$ cat config.mk
export PLATFORM = sky130hd
export DESIGN_NAME = ecvt_sheave_setpoint_controller_flat
export DESIGN_NICKNAME = d
export VERILOG_FILES = /design/src/sv/ecvt_pkg.sv /design/src/sv/ecvt_if.sv /design/src/sv/ecvt_alu.sv /design/src/sv/ecvt_sheave_setpoint_controller.sv /design/src/flat_wrapper.sv
export SDC_FILE = /design/constraint.sdc
export NUM_CORES = 2
export LEC_CHECK = 0
export ABC_CLOCK_PERIOD_IN_PS = 15050
export BUFFER_PORTS_ARGS = -buffer_cell sky130_fd_sc_hd__buf_4
export CORE_UTILIZATION = 60
export CTS_CLUSTER_SIZE = 30
export DETAILED_ROUTE_END_ITERATION = 8
export PLACE_DENSITY = 0.88
export SLEW_MARGIN = 15
export SYNTH_ARGS = -nofsm -noshare
export SYNTH_HDL_FRONTEND = slang
export SYNTH_SLANG_ARGS = --single-unit
$ cat constraint.sdc
create_clock -name clock -period 15.05 [get_ports clock]
set_input_delay 0.7525 -clock clock [delete_from_list [all_inputs] [get_ports clock]]
set_output_delay 0.7525 -clock clock [all_outputs]
set_load 0.005 [all_outputs]
$ cat src/sv/ecvt_pkg.sv
// ecvt_pkg: shared types and constants for the sheave setpoint controller
// no dependencies
`default_nettype none
package ecvt_pkg;

   typedef enum logic [2:0] {
      MODE_POWER       = 3'd0,
      MODE_TORQUE      = 3'd1,
      MODE_ACCEL       = 3'd2,
      MODE_BRAKE_CHECK = 3'd3,
      MODE_HOMING      = 3'd4
   } mode_type;

   typedef enum logic [2:0] {
      ST_IDLE,
      ST_MUL_P,
      ST_MUL_D,
      ST_DIV,
      ST_FINISH,
      ST_OUT
   } state_type;

   // register indexes
   localparam logic [2:0] REG_TGT_POWER  = 3'd0;
   localparam logic [2:0] REG_TGT_TORQUE = 3'd1;
   localparam logic [2:0] REG_ENGAGE     = 3'd2;
   localparam logic [2:0] REG_MAX_RPM    = 3'd3;
   localparam logic [2:0] REG_GAIN_P     = 3'd4;
   localparam logic [2:0] REG_GAIN_D     = 3'd5;
   localparam logic [2:0] REG_MAX_SP     = 3'd6;
   localparam logic [2:0] REG_MAX_SP_BC  = 3'd7;

   localparam int RPM_W  = 14;
   localparam int GAIN_W = 16;
   localparam int CSR_W  = 24;
   localparam int DIV_STEPS = 26;

   localparam int BRAKE_LIMIT   = 1000;
   localparam int SWITCH_LIMIT  = 2000;
   localparam int HOME_FAST     = 400;
   localparam int HOME_SLOW     = 50;
   localparam int CLEAR_TIME_MS = 400;
   localparam int HOME_CLEAR    = 800;
   localparam int SEL_POWER     = 800;
   localparam int SEL_TORQUE    = 1600;
   localparam int SEL_ACCEL     = 2400;
   localparam int SEL_BRAKE_CHK = 3200;
   localparam int IDLE_SETPOINT  = 0;
   localparam int FLOOR_MAX_SP   = 4000;
   localparam int HOME_SP        = 0;
   localparam int LIMIT_POSITION = 0;

endpackage
`default_nettype wire

$ cat src/sv/ecvt_if.sv
// ecvt_if: valid/ready channel interfaces for requests, results and csr writes
// no dependencies
`default_nettype none
interface ecvt_req_if #(parameter int ADC_BITS = 12, parameter int POSITION_BITS = 24);
   logic                            valid;
   logic                            ready;
   logic [13:0]                     shaft_rpm;
   logic signed [POSITION_BITS-1:0] sheave_pos;
   logic [ADC_BITS-1:0]             brake_level;
   logic [ADC_BITS-1:0]             selector_level;
   logic [ADC_BITS-1:0]             limit_level;
   logic [31:0]                     now_ms;
   modport source (output valid, shaft_rpm, sheave_pos, brake_level,
                   selector_level, limit_level, now_ms, input ready);
   modport sink (input valid, shaft_rpm, sheave_pos, brake_level,
                 selector_level, limit_level, now_ms, output ready);
endinterface

interface ecvt_rsp_if #(parameter int POSITION_BITS = 24);
   logic                            valid;
   logic                            ready;
   logic signed [POSITION_BITS-1:0] sheave_cmd;
   logic                            brake_on;
   logic                            set_home;
   logic [2:0]                      mode;
   modport source (output valid, sheave_cmd, brake_on, set_home, mode,
                   input ready);
   modport sink (input valid, sheave_cmd, brake_on, set_home, mode,
                 output ready);
endinterface

interface ecvt_csr_if;
   logic        valid;
   logic        ready;
   logic [2:0]  index;
   logic [23:0] data;
   modport source (output valid, index, data, input ready);
   modport sink (input valid, index, data, output ready);
endinterface
`default_nettype wire

$ cat src/sv/ecvt_alu.sv
// ecvt_alu: shared signed multiplier and restoring divider step
// depends on ecvt_pkg
`default_nettype none
module ecvt_alu
   import ecvt_pkg::*;
(
   input  wire logic               clock,
   input  wire logic               mul_en,
   input  wire logic signed [16:0] mul_a,
   input  wire logic [15:0]        mul_b,
   output logic signed [33:0]      mul_q,
   input  wire logic               div_load,
   input  wire logic               div_step,
   input  wire logic [25:0]        div_num,
   input  wire logic [13:0]        div_den,
   output logic [25:0]             div_quo
);
   logic signed [33:0] mul_ff;
   logic [25:0] quo_ff, quo_in;
   logic [14:0] rem_ff, rem_in;
   logic [13:0] den_ff;
   logic [14:0] trial;

   // one multiply, registered
   always_ff @(posedge clock) begin
      if (mul_en) mul_ff <= 34'(mul_a * $signed({1'b0, mul_b}));
   end
   assign mul_q = mul_ff;

   // one quotient bit a cycle while div_step is high
   always_comb begin
      trial  = {rem_ff[13:0], quo_ff[25]};
      quo_in = {quo_ff[24:0], 1'b0};
      rem_in = trial;
      if (trial >= {1'b0, den_ff}) begin
         rem_in    = trial - {1'b0, den_ff};
         quo_in[0] = 1'b1;
      end
   end

   always_ff @(posedge clock) begin
      if (div_load) begin
         quo_ff <= div_num;
         rem_ff <= '0;
         den_ff <= div_den;
      end else if (div_step) begin
         quo_ff <= quo_in;
         rem_ff <= rem_in;
      end
   end
   assign div_quo = quo_ff;
endmodule
`default_nettype wire

$ cat src/sv/ecvt_sheave_setpoint_controller.sv
// ecvt_sheave_setpoint_controller: top level, csr bank, sequencer and datapath
// depends on ecvt_pkg, ecvt_if, ecvt_alu
//
// Usage: one request per control tick on req (engine rpm, motor position,
// brake, selector and limit ADC readings, millisecond time). Exactly one
// result follows on rsp: motor setpoint, brake flag, set_home and mode.
// Configuration registers are to be written on csr (index, data) only while
// idle; the block does not enforce this. Per request the sequencer runs the
// proportional and derivative multiplies on the shared multiplier, then 26
// steps of the shared bit-serial divider for the rpm floor and a finish step.
// A new request is taken only after its result is accepted: req.ready is
// low while a request is at work and while its result waits.
// When the receiver stalls, the result holds in the output register and no
// further request is taken. Synchronous reset restores the register defaults
// and puts the controller in homing mode with no homing progress.
`default_nettype none
module ecvt_sheave_setpoint_controller
   import ecvt_pkg::*;
#(
   parameter int ADC_BITS      = 12,
   parameter int POSITION_BITS = 24
)(
   input wire logic clock,
   input wire logic reset,
   ecvt_req_if.sink   req,
   ecvt_rsp_if.source rsp,
   ecvt_csr_if.sink   csr
);
   localparam int PW = POSITION_BITS;
   localparam int XW = PW + 24;
   localparam logic signed [XW-1:0] POS_MAX = XW'((64'sd1 <<< (PW-1)) - 1);
   localparam logic signed [XW-1:0] POS_MIN = -POS_MAX - 1;

   // csr bank
   logic [13:0] tgt_pw_ff, tgt_tq_ff, engage_ff, max_rpm_ff;
   logic [15:0] gp_ff, gd_ff;
   logic signed [23:0] max_sp_ff, max_sp_bc_ff;
   assign csr.ready = 1'b1;
   always_ff @(posedge clock) begin
      if (reset) begin
         tgt_pw_ff <= 14'd3400; tgt_tq_ff <= 14'd2800;
         engage_ff <= 14'd1800; max_rpm_ff <= 14'd3800;
         gp_ff <= 16'd256; gd_ff <= 16'd0;
         max_sp_ff <= 24'sd8000; max_sp_bc_ff <= 24'sd6000;
      end else if (csr.valid) begin
         case (csr.index)
            REG_TGT_POWER:  tgt_pw_ff <= csr.data[13:0];
            REG_TGT_TORQUE: tgt_tq_ff <= csr.data[13:0];
            REG_ENGAGE:     engage_ff <= csr.data[13:0];
            REG_MAX_RPM:    max_rpm_ff <= csr.data[13:0];
            REG_GAIN_P:     gp_ff <= csr.data[15:0];
            REG_GAIN_D:     gd_ff <= csr.data[15:0];
            REG_MAX_SP:     max_sp_ff <= csr.data;
            REG_MAX_SP_BC:  max_sp_bc_ff <= csr.data;
            default: ;
         endcase
      end
   end

   // captured request and control state
   state_type state_ff, state_in;
   logic [4:0] cnt_ff;
   mode_type mode_ff, mode_in, prev_ff, prev_in;
   logic signed [15:0] perr_ff;
   logic trig_ff;
   logic [31:0] ttime_ff;
   logic [13:0] rpm_ff;
   logic signed [PW-1:0] pos_ff;
   logic pressed_ff, limit_ff;
   logic [31:0] now_ff;
   logic signed [16:0] err_ff;
   logic signed [34:0] acc_ff;

   logic accept;
   assign accept   = req.valid && req.ready;
   assign req.ready = (state_ff == ST_IDLE);

   // mode selection at acceptance
   always_comb begin
      mode_in = mode_ff;
      prev_in = prev_ff;
      if (mode_ff != MODE_HOMING) begin
         if (32'(req.selector_level) < 32'(SEL_POWER)) mode_in = MODE_POWER;
         else if (32'(req.selector_level) < 32'(SEL_TORQUE)) mode_in = MODE_TORQUE;
         else if (32'(req.selector_level) < 32'(SEL_ACCEL)) mode_in = MODE_ACCEL;
         else if (32'(req.selector_level) < 32'(SEL_BRAKE_CHK))
            mode_in = MODE_BRAKE_CHECK;
         else if (prev_ff != MODE_HOMING) mode_in = MODE_HOMING;
         prev_in = mode_in;
      end
   end

   // next state
   always_comb begin
      state_in = state_ff;
      case (state_ff)
         ST_IDLE:   if (accept) state_in = ST_MUL_P;
         ST_MUL_P:  state_in = ST_MUL_D;
         ST_MUL_D:  state_in = ST_DIV;
         ST_DIV:    if (cnt_ff == 5'(DIV_STEPS - 1)) state_in = ST_FINISH;
         ST_FINISH: state_in = ST_OUT;
         ST_OUT:    if (rsp.ready) state_in = ST_IDLE;
         default:   state_in = ST_IDLE;
      endcase
   end

   // shared unit operands
   logic mul_en, div_load, div_step;
   logic signed [16:0] mul_a;
   logic [15:0] mul_b;
   logic signed [33:0] mul_q;
   logic [25:0] div_quo;
   logic signed [16:0] derr;
   logic [13:0] rpm_off;
   assign derr    = 17'(perr_ff) - err_ff;
   assign rpm_off = rpm_ff - engage_ff;

   always_comb begin
      mul_en   = 1'b0;
      div_load = 1'b0;
      div_step = 1'b0;
      mul_a    = -err_ff;
      mul_b    = gp_ff;
      case (state_ff)
         ST_MUL_P: begin mul_en = 1'b1; div_load = 1'b1; end
         ST_MUL_D: begin mul_en = 1'b1; mul_a = derr; mul_b = gd_ff; end
         ST_DIV:   div_step = 1'b1;
         default: ;
      endcase
   end

   ecvt_alu u_alu (
      .clock, .mul_en, .mul_a, .mul_b, .mul_q,
      .div_load, .div_step,
      .div_num(26'(rpm_off) * 26'(FLOOR_MAX_SP - IDLE_SETPOINT)),
      .div_den(max_rpm_ff - engage_ff),
      .div_quo
   );

   // finish: step, floor, clamps and homing
   logic signed [34:0] q;
   logic signed [34:0] step;
   logic signed [XW-1:0] x, floor_sp, ceil_sp, sp;
   logic below, done;
   mode_type fin_mode;
   always_comb begin
      q    = acc_ff;
      step = q[34] ? -((-q) >>> 8) : (q >>> 8);
      if (max_rpm_ff <= engage_ff) floor_sp = XW'(FLOOR_MAX_SP);
      else if (div_quo > 26'(FLOOR_MAX_SP)) floor_sp = XW'(FLOOR_MAX_SP);
      else floor_sp = XW'(IDLE_SETPOINT) + XW'($signed({1'b0, div_quo}));
      ceil_sp = (mode_ff == MODE_BRAKE_CHECK) ? XW'(max_sp_bc_ff) : XW'(max_sp_ff);
      x = XW'(pos_ff) + XW'(step);
      if (x < floor_sp) x = floor_sp;
      if (x > ceil_sp) x = ceil_sp;
      below    = rpm_ff < engage_ff;
      done     = 1'b0;
      fin_mode = mode_ff;
      if (mode_ff == MODE_HOMING) begin
         if (!trig_ff) sp = limit_ff ? XW'(pos_ff) : XW'(pos_ff) - XW'(HOME_FAST);
         else if ((now_ff - ttime_ff) < 32'(CLEAR_TIME_MS))
            sp = XW'(pos_ff) + XW'(HOME_FAST);
         else if (limit_ff) begin
            done = 1'b1;
            fin_mode = MODE_POWER;
            sp = XW'(LIMIT_POSITION + HOME_CLEAR);
         end else sp = XW'(pos_ff) - XW'(HOME_SLOW);
      end else if (pressed_ff) sp = XW'(HOME_SP);
      else if (below) sp = XW'(IDLE_SETPOINT);
      else sp = x;
      if (sp > POS_MAX) sp = POS_MAX;
      if (sp < POS_MIN) sp = POS_MIN;
   end

   // output register
   logic signed [PW-1:0] osp_ff;
   logic obrk_ff, ohome_ff;
   assign rsp.valid      = (state_ff == ST_OUT);
   assign rsp.sheave_cmd = osp_ff;
   assign rsp.brake_on   = obrk_ff;
   assign rsp.set_home   = ohome_ff;
   assign rsp.mode       = mode_ff;

   always_ff @(posedge clock) begin
      if (reset) begin
         state_ff <= ST_IDLE;
         cnt_ff   <= '0;
         mode_ff  <= MODE_HOMING;
         prev_ff  <= MODE_HOMING;
         perr_ff  <= '0;
         trig_ff  <= 1'b0;
         ttime_ff <= '0;
      end else begin
         state_ff <= state_in;
         cnt_ff   <= (state_ff == ST_DIV) ? cnt_ff + 5'd1 : '0;
         if (accept) begin
            mode_ff <= mode_in;
            prev_ff <= prev_in;
            if (mode_ff != MODE_HOMING && mode_in == MODE_HOMING) begin
               trig_ff  <= 1'b0;
               ttime_ff <= '0;
            end
         end
         if (state_ff == ST_FINISH) begin
            if (mode_ff == MODE_HOMING) begin
               mode_ff <= fin_mode;
               if (!trig_ff && limit_ff) begin
                  trig_ff  <= 1'b1;
                  ttime_ff <= now_ff;
               end else if (done) begin
                  trig_ff  <= 1'b0;
                  ttime_ff <= '0;
               end
            end else if (!below) perr_ff <= err_ff[15:0];
         end
      end
   end

   // payload registers
   always_ff @(posedge clock) begin
      if (accept) begin
         rpm_ff     <= req.shaft_rpm;
         pos_ff     <= req.sheave_pos;
         pressed_ff <= 32'(req.brake_level) > 32'(BRAKE_LIMIT);
         limit_ff   <= 32'(req.limit_level) > 32'(SWITCH_LIMIT);
         now_ff     <= req.now_ms;
         err_ff     <= $signed({3'b0, (mode_in == MODE_TORQUE) ? tgt_tq_ff : tgt_pw_ff})
                       - $signed({3'b0, req.shaft_rpm});
      end
      if (state_ff == ST_MUL_D) acc_ff <= 35'(mul_q);
      if (state_ff == ST_DIV && cnt_ff == 5'd0) acc_ff <= acc_ff + 35'(mul_q);
      if (state_ff == ST_FINISH) begin
         osp_ff   <= PW'(sp);
         obrk_ff  <= pressed_ff;
         ohome_ff <= done;
      end
   end

`ifndef SYNTHESIS
   a_ready_idle: assert property (@(posedge clock) disable iff (reset)
      rsp.valid |-> !req.ready) else $error("request taken while result pending");
   a_home_mode: assert property (@(posedge clock) disable iff (reset)
      (rsp.valid && rsp.set_home) |-> rsp.mode == MODE_POWER)
      else $error("set_home without return to power");
   a_rsp_hold: assert property (@(posedge clock) disable iff (reset)
      (rsp.valid && !rsp.ready) |=> rsp.valid) else $error("result dropped");
   a_accept_next: assert property (@(posedge clock) disable iff (reset)
      accept |=> state_ff == ST_MUL_P) else $error("sequencer missed request");
`endif
endmodule
`default_nettype wire
$ cat src/flat_wrapper.sv
// flat-port wrapper written by rule: the top's interface ports become plain ports
module ecvt_sheave_setpoint_controller_flat import ecvt_pkg::*;
#(
   parameter int ADC_BITS      = 12,
   parameter int POSITION_BITS = 24
)
  (clock, reset, req_valid, req_shaft_rpm, req_sheave_pos, req_brake_level, req_selector_level, req_limit_level, req_now_ms, req_ready, rsp_valid, rsp_sheave_cmd, rsp_brake_on, rsp_set_home, rsp_mode, rsp_ready, csr_valid, csr_index, csr_data, csr_ready);
  ecvt_req_if #(.ADC_BITS(ADC_BITS), .POSITION_BITS(POSITION_BITS)) req_i ();
  ecvt_rsp_if #(.POSITION_BITS(POSITION_BITS)) rsp_i ();
  ecvt_csr_if csr_i ();
  input wire logic clock;
  input wire logic reset;
  input wire logic [$bits(req_i.valid)-1:0] req_valid;
  input wire logic [$bits(req_i.shaft_rpm)-1:0] req_shaft_rpm;
  input wire logic [$bits(req_i.sheave_pos)-1:0] req_sheave_pos;
  input wire logic [$bits(req_i.brake_level)-1:0] req_brake_level;
  input wire logic [$bits(req_i.selector_level)-1:0] req_selector_level;
  input wire logic [$bits(req_i.limit_level)-1:0] req_limit_level;
  input wire logic [$bits(req_i.now_ms)-1:0] req_now_ms;
  output wire logic [$bits(req_i.ready)-1:0] req_ready;
  output wire logic [$bits(rsp_i.valid)-1:0] rsp_valid;
  output wire logic [$bits(rsp_i.sheave_cmd)-1:0] rsp_sheave_cmd;
  output wire logic [$bits(rsp_i.brake_on)-1:0] rsp_brake_on;
  output wire logic [$bits(rsp_i.set_home)-1:0] rsp_set_home;
  output wire logic [$bits(rsp_i.mode)-1:0] rsp_mode;
  input wire logic [$bits(rsp_i.ready)-1:0] rsp_ready;
  input wire logic [$bits(csr_i.valid)-1:0] csr_valid;
  input wire logic [$bits(csr_i.index)-1:0] csr_index;
  input wire logic [$bits(csr_i.data)-1:0] csr_data;
  output wire logic [$bits(csr_i.ready)-1:0] csr_ready;
  assign req_i.valid = req_valid;
  assign req_i.shaft_rpm = req_shaft_rpm;
  assign req_i.sheave_pos = req_sheave_pos;
  assign req_i.brake_level = req_brake_level;
  assign req_i.selector_level = req_selector_level;
  assign req_i.limit_level = req_limit_level;
  assign req_i.now_ms = req_now_ms;
  assign req_ready = req_i.ready;
  assign rsp_valid = rsp_i.valid;
  assign rsp_sheave_cmd = rsp_i.sheave_cmd;
  assign rsp_brake_on = rsp_i.brake_on;
  assign rsp_set_home = rsp_i.set_home;
  assign rsp_mode = rsp_i.mode;
  assign rsp_i.ready = rsp_ready;
  assign csr_i.valid = csr_valid;
  assign csr_i.index = csr_index;
  assign csr_i.data = csr_data;
  assign csr_ready = csr_i.ready;
  ecvt_sheave_setpoint_controller #(.ADC_BITS(ADC_BITS), .POSITION_BITS(POSITION_BITS)) u_core (.clock(clock), .reset(reset), .req(req_i), .rsp(rsp_i), .csr(csr_i));
endmodule
==> report_table.html <==
<table>
<tr><th>Metric</th><th>Value</th></tr>
<tr><th colspan="2">Placed design</th></tr>
<tr><td>PortBufs</td><td>163</td></tr>
<tr><td>Area of placed instances</td><td>0.0444 mm2</td></tr>
<tr><td>DP Wirelength</td><td>84.7 mm</td></tr>
<tr><td>Routability-driven placement congestion ratio</td><td>0.949</td></tr>
<tr><th colspan="2">STA</th></tr>
<tr><td>Hold Vio Cnt, Final</td><td>0</td></tr>
<tr><td>Final Skew</td><td>0.0327 ns</td></tr>
<tr><td>Fmax</td><td>77.9 MHz</td></tr>
<tr><td>Post-route fraction of the period consumed by the critical path</td><td>0.853</td></tr>
<tr><td>Final worst hold slack</td><td>0.319 ns</td></tr>
<tr><td>Worst-Margin Slew</td><td>1.16 ns</td></tr>
<tr><td>Number of max-slew violations in the final report</td><td>0</td></tr>
<tr><td>Slew HR</td><td>0.223</td></tr>
<tr><td>Aggregate negative setup slack</td><td>0 ns</td></tr>
<tr><td>Final critical-path required period</td><td>12.83 ns</td></tr>
<tr><td>RSZ-0062 raised after global routing</td><td>no</td></tr>
<tr><td>Final setup vio count</td><td>0</td></tr>
<tr><th colspan="2">Setup path</th></tr>
<tr><td>Crit start category</td><td>flip-flop</td></tr>
<tr><td>Standard cell with the maximum stage delay on the critical path</td><td>nor4_1</td></tr>
<tr><td>Crit Path Max Fanout</td><td>37</td></tr>
<tr><td>Critical Path Max Stage Delay</td><td>0.56 ns</td></tr>
<tr><td>Most numerous cell on the critical path</td><td>ha_1</td></tr>
<tr><td>Worst Reg2Reg Path Length in Cells</td><td>49</td></tr>
<tr><td>Critical Path RT</td><td>15.35 ns</td></tr>
<tr><td>Worst setup slack for register-to-register paths</td><td>2.22 ns</td></tr>
<tr><td>Worst r2r dst</td><td>u_core.rsp.sheave_cmd[1]$_SDFFCE_PP0P_</td></tr>
<tr><td>Worst Path Class, Setup</td><td>reg -&gt; reg</td></tr>
<tr><td>Reg-to-Reg Start</td><td>u_core.acc_ff[1]$_DFFE_PP_</td></tr>
<tr><td>Critical Path Sink Type</td><td>flip-flop</td></tr>
<tr><td>WP data arrival</td><td>13.13 ns</td></tr>
<tr><th colspan="2">Synth</th></tr>
<tr><td>Main area contributors after synthesis</td><td>fa_1 16%, edfxtp_1 15%, ha_1 11%, dfxtp_1 10%, nand2_1 6.1%</td></tr>
<tr><td>Netlist area before placement</td><td>0.0424 mm2</td></tr>
<tr><td>Per-instance average area after synthesis</td><td>8.66 um2</td></tr>
<tr><td>Largest area contributor in the synthesized netlist</td><td>fa_1</td></tr>
<tr><td>Post-Syn Instances</td><td>4896</td></tr>
<tr><td>Yosys warnings</td><td>0</td></tr>
<tr><td>Post-synth EDFFs</td><td>217</td></tr>
<tr><td>Sequential cell area fraction in the yosys report</td><td>0.256</td></tr>
<tr><td>Register bit total from synthesis</td><td>434</td></tr>
<tr><td>Most instantiated flip-flop cell in the synthesis netlist</td><td>edfxtp_1</td></tr>
<tr><td>Post-synth ARST share</td><td>0</td></tr>
<tr><td>Fraction of synthesized cell area taken by the top area cell type</td><td>0.157</td></tr>
<tr><td>Number of distinct library cells after synthesis</td><td>92</td></tr>
<tr><th colspan="2">Power and ir drop</th></tr>
<tr><td>Power density over the cells</td><td>180 mW/mm2</td></tr>
<tr><td>Worst vdd ir</td><td>359 uV</td></tr>
<tr><td>Total leakage power</td><td>19.9 nW</td></tr>
<tr><td>Final total power</td><td>0.00829 W</td></tr>
<tr><th colspan="2">Layout</th></tr>
<tr><td>Fraction of final layout cells with drive strength greater than 1</td><td>0.0758</td></tr>
<tr><td>Inserted Diodes</td><td>0</td></tr>
<tr><td>Count of filler cells inserted in the layout</td><td>5350</td></tr>
<tr><td>Most common cell after layout, fill and taps aside</td><td>nand2_1</td></tr>
<tr><td>Net count reported at finish</td><td>5820</td></tr>
<tr><td>Storage cell area</td><td>0.0109 mm2</td></tr>
<tr><td>Most used cells in the layout excluding fill and tap cells</td><td>693 x nand2_1, 593 x inv_1, 390 x nor2_1</td></tr>
<tr><td>Area taken by multi-input logic gates</td><td>0.0286 mm2</td></tr>
<tr><td>Layout overhead on the synthesized area</td><td>8.77%</td></tr>
<tr><td>Post-route standard cell area excluding fillers</td><td>0.0461 mm2</td></tr>
<tr><th colspan="2">CTS</th></tr>
<tr><td>Clock tree from TritonCTS</td><td>built</td></tr>
<tr><td># Post-CTS Setup Buffers</td><td>0</td></tr>
<tr><td>Number of sinks driven by the clock tree</td><td>434</td></tr>
<tr><td>H-tree depth reported by CTS</td><td>2</td></tr>
<tr><td>Bufs on Longest Clock Path</td><td>3</td></tr>
<tr><td>Total of cells resized after clock tree synthesis</td><td>0</td></tr>
<tr><td>Hold buffer count at cts</td><td>0</td></tr>
<tr><td>Clock tree root driver cell</td><td>clkbuf_16</td></tr>
<tr><td>Clock-pin slew on the worst setup and hold paths</td><td>0.06 ns</td></tr>
<tr><td>Inserted Clock Buffers</td><td>48</td></tr>
<tr><td>Insertion delay of the later-clocked pin in the worst-skew pair</td><td>0.62 ns</td></tr>
<tr><th colspan="2">Drt</th></tr>
<tr><td>Per-cell routed wire length</td><td>18.6 um</td></tr>
<tr><td>Vias</td><td>36100</td></tr>
<tr><td>Final routed DRC violation total</td><td>0</td></tr>
<tr><td>Via/cell ratio</td><td>6.06</td></tr>
<tr><td>Count of nets left with antenna violations after detail routing</td><td>0</td></tr>
<tr><td>DRT iter0 DRCs</td><td>3247</td></tr>
<tr><td>Wire length reported by the detailed router</td><td>111 mm</td></tr>
<tr><td>DRT Pass-1 Iters</td><td>7</td></tr>
<tr><th colspan="2">Run</th></tr>
<tr><td>Max capacitance violation total</td><td>0</td></tr>
<tr><th colspan="2">Worst hold path</th></tr>
<tr><td>Hold-critical path depth</td><td>1</td></tr>
<tr><td>Worst hold start</td><td>req_now_ms[20]</td></tr>
<tr><td>Worst min-delay path class</td><td>in -&gt; reg</td></tr>
<tr><td>Hold Path End</td><td>u_core.now_ff[20]$_DFFE_PP_</td></tr>
<tr><th colspan="2">Global route</th></tr>
<tr><td>Vias in the first global route</td><td>35700</td></tr>
<tr><td>Initial antenna violation count</td><td>1</td></tr>
<tr><td>Pin count of the biggest net entering global routing</td><td>107</td></tr>
<tr><td>GRT Residual Overflow</td><td>0</td></tr>
<tr><td>Global-route wire length before repair</td><td>178 mm</td></tr>
<tr><td>Total routing usage reported by global routing</td><td>0.308</td></tr>
<tr><th colspan="2">Die</th></tr>
<tr><td>Die width</td><td>268 um</td></tr>
<tr><td>Number of I/O pins</td><td>170</td></tr>
<tr><td>Initial Util</td><td>0.606</td></tr>
<tr><td>Floorplan die height</td><td>268 um</td></tr>
<tr><td>Core Footprint</td><td>0.0699 mm2</td></tr>
<tr><td>Number of rows created at floorplan</td><td>97</td></tr>
<tr><td>Die ar.</td><td>0.0717 mm2</td></tr>
<tr><th colspan="2">Run status</th></tr>
<tr><td>Outcome</td><td>complete, no violations</td></tr>
</table>
==> per-layer routing <==
metal | vias up | track usage | share of wire
met5 | - | 0 | 0.000063
met4 | 2 | 0.121 | 0.037
met3 | 287 | 0.0554 | 0.090
met2 | 1673 | 0.516 | 0.47
met1 | 17300 | 0.394 | 0.40
li1 | 16900 | - | -
==> synthesized netlist by cell type, types with 36 or more instances <==
cell type	number
nand2_1	694
inv_1	594
nor2_1	396
ha_1	377
fa_1	332
a21oi_1	331
dfxtp_1	217
edfxtp_1	217
o21ai_0	192
clkbuf_1	159
xnor2_1	152
mux2i_1	87
nand3_1	73
a21o_1	66
xor2_1	63
nor3_1	59
nand4_1	58
nor2b_1	56
nand3b_1	47
a22oi_1	45
and2_1	45
or3_1	40
nand2b_1	36
==> where the power goes <==
part	switching [W]	total, W	internal, W
Clock	0.000519	0.00122	0.000701
Sequential	0.000166	0.00169	0.00152
Combinational	0.00310	0.00539	0.00229
==> worst max-delay path: cells and delay by family (launching register included) <==
family	cells	cell delay (ns)
simple gates	16	3.47
buf+inv	3	0.91
flops	1	0.42
xor+xnor	3	0.65
compound gates	21	5.21
fa+ha+maj	5	1.39
mux	1	0.43
==> worst max path at each step <==
stage,slack [ns],from,endpoint
floorplan,4.45,u_core.acc_ff[6]$_DFFE_PP_,u_core.rsp.sheave_cmd[3]$_SDFFCE_PP0P_
global placement,2.77,u_core.acc_ff[0]$_DFFE_PP_,u_core.rsp.sheave_cmd[1]$_SDFFCE_PP0P_
detailed placement,2.65,u_core.acc_ff[0]$_DFFE_PP_,u_core.rsp.sheave_cmd[1]$_SDFFCE_PP0P_
CTS,2.45,u_core.acc_ff[1]$_DFFE_PP_,u_core.rsp.sheave_cmd[1]$_SDFFCE_PP0P_
global route,1.04,u_core.acc_ff[1]$_DFFE_PP_,u_core.rsp.sheave_cmd[1]$_SDFFCE_PP0P_
finish,2.22,u_core.acc_ff[1]$_DFFE_PP_,u_core.rsp.sheave_cmd[1]$_SDFFCE_PP0P_
==> per-stage QoR <==
step,utilization,cells,setup slack (ns)
3_3_place_gp,0.635,5862,2.77
5_1_grt,0.659,5952,1.04
6_report,0.659,5952,2.22
4_1_cts,0.659,5951,2.45
2_1_floorplan,-,4910,4.45
3_5_place_dp,0.635,5862,2.65
==> final cells by class <==
class / instances / area share
Sequential cell: 434 / 0.236
Inverter: 594 / 0.0484
Tap cell: 940 / 0.0255
Timing Repair Buffer: 211 / 0.0349
Multi-Input combinational cell: 3684 / 0.620
Clock inverter: 25 / 0.00616
Clock buffer: 64 / 0.0296
==> state kept, by name (all words and copies together) (netlist names), 5 cells and up <==
signal,cells
u_core.now_ff,32
u_core.u_alu.mul_q,34
u_core.gd_ff,16
u_core.max_sp_bc_ff,24
u_core.perr_ff,15
u_core.u_alu.den_ff,14
u_core.rpm_ff,14
u_core.tgt_tq_ff,14
u_core.err_ff,15
u_core.max_sp_ff,24
u_core.gp_ff,16
u_core.max_rpm_ff,14
u_core.pos_ff,24
u_core.ttime_ff,32
u_core.u_alu.rem_ff,14
u_core.u_alu.div_quo,26
u_core.tgt_pw_ff,14
u_core.engage_ff,14
u_core.cnt_ff,5
u_core.acc_ff,35
u_core.rsp.sheave_cmd,24
==> kinds of logic (layout without fill, tap and decap cells) <==
| family | Yosys count | in the layout | share of synthesized area |
|---|---|---|---|
| buf+inv | 792 | 894 | 0.0722 |
| other cells | 1 | 15 | 0.0000885 |
| fa+ha+maj | 709 | 709 | 0.268 |
| mux | 112 | 112 | 0.0272 |
| xor+xnor | 215 | 215 | 0.0444 |
| simple gates | 1632 | 1632 | 0.177 |
| flops | 434 | 434 | 0.256 |
| compound gates | 1001 | 1001 | 0.155 |
No activity file was read; power rests on OpenSTA's default activity.
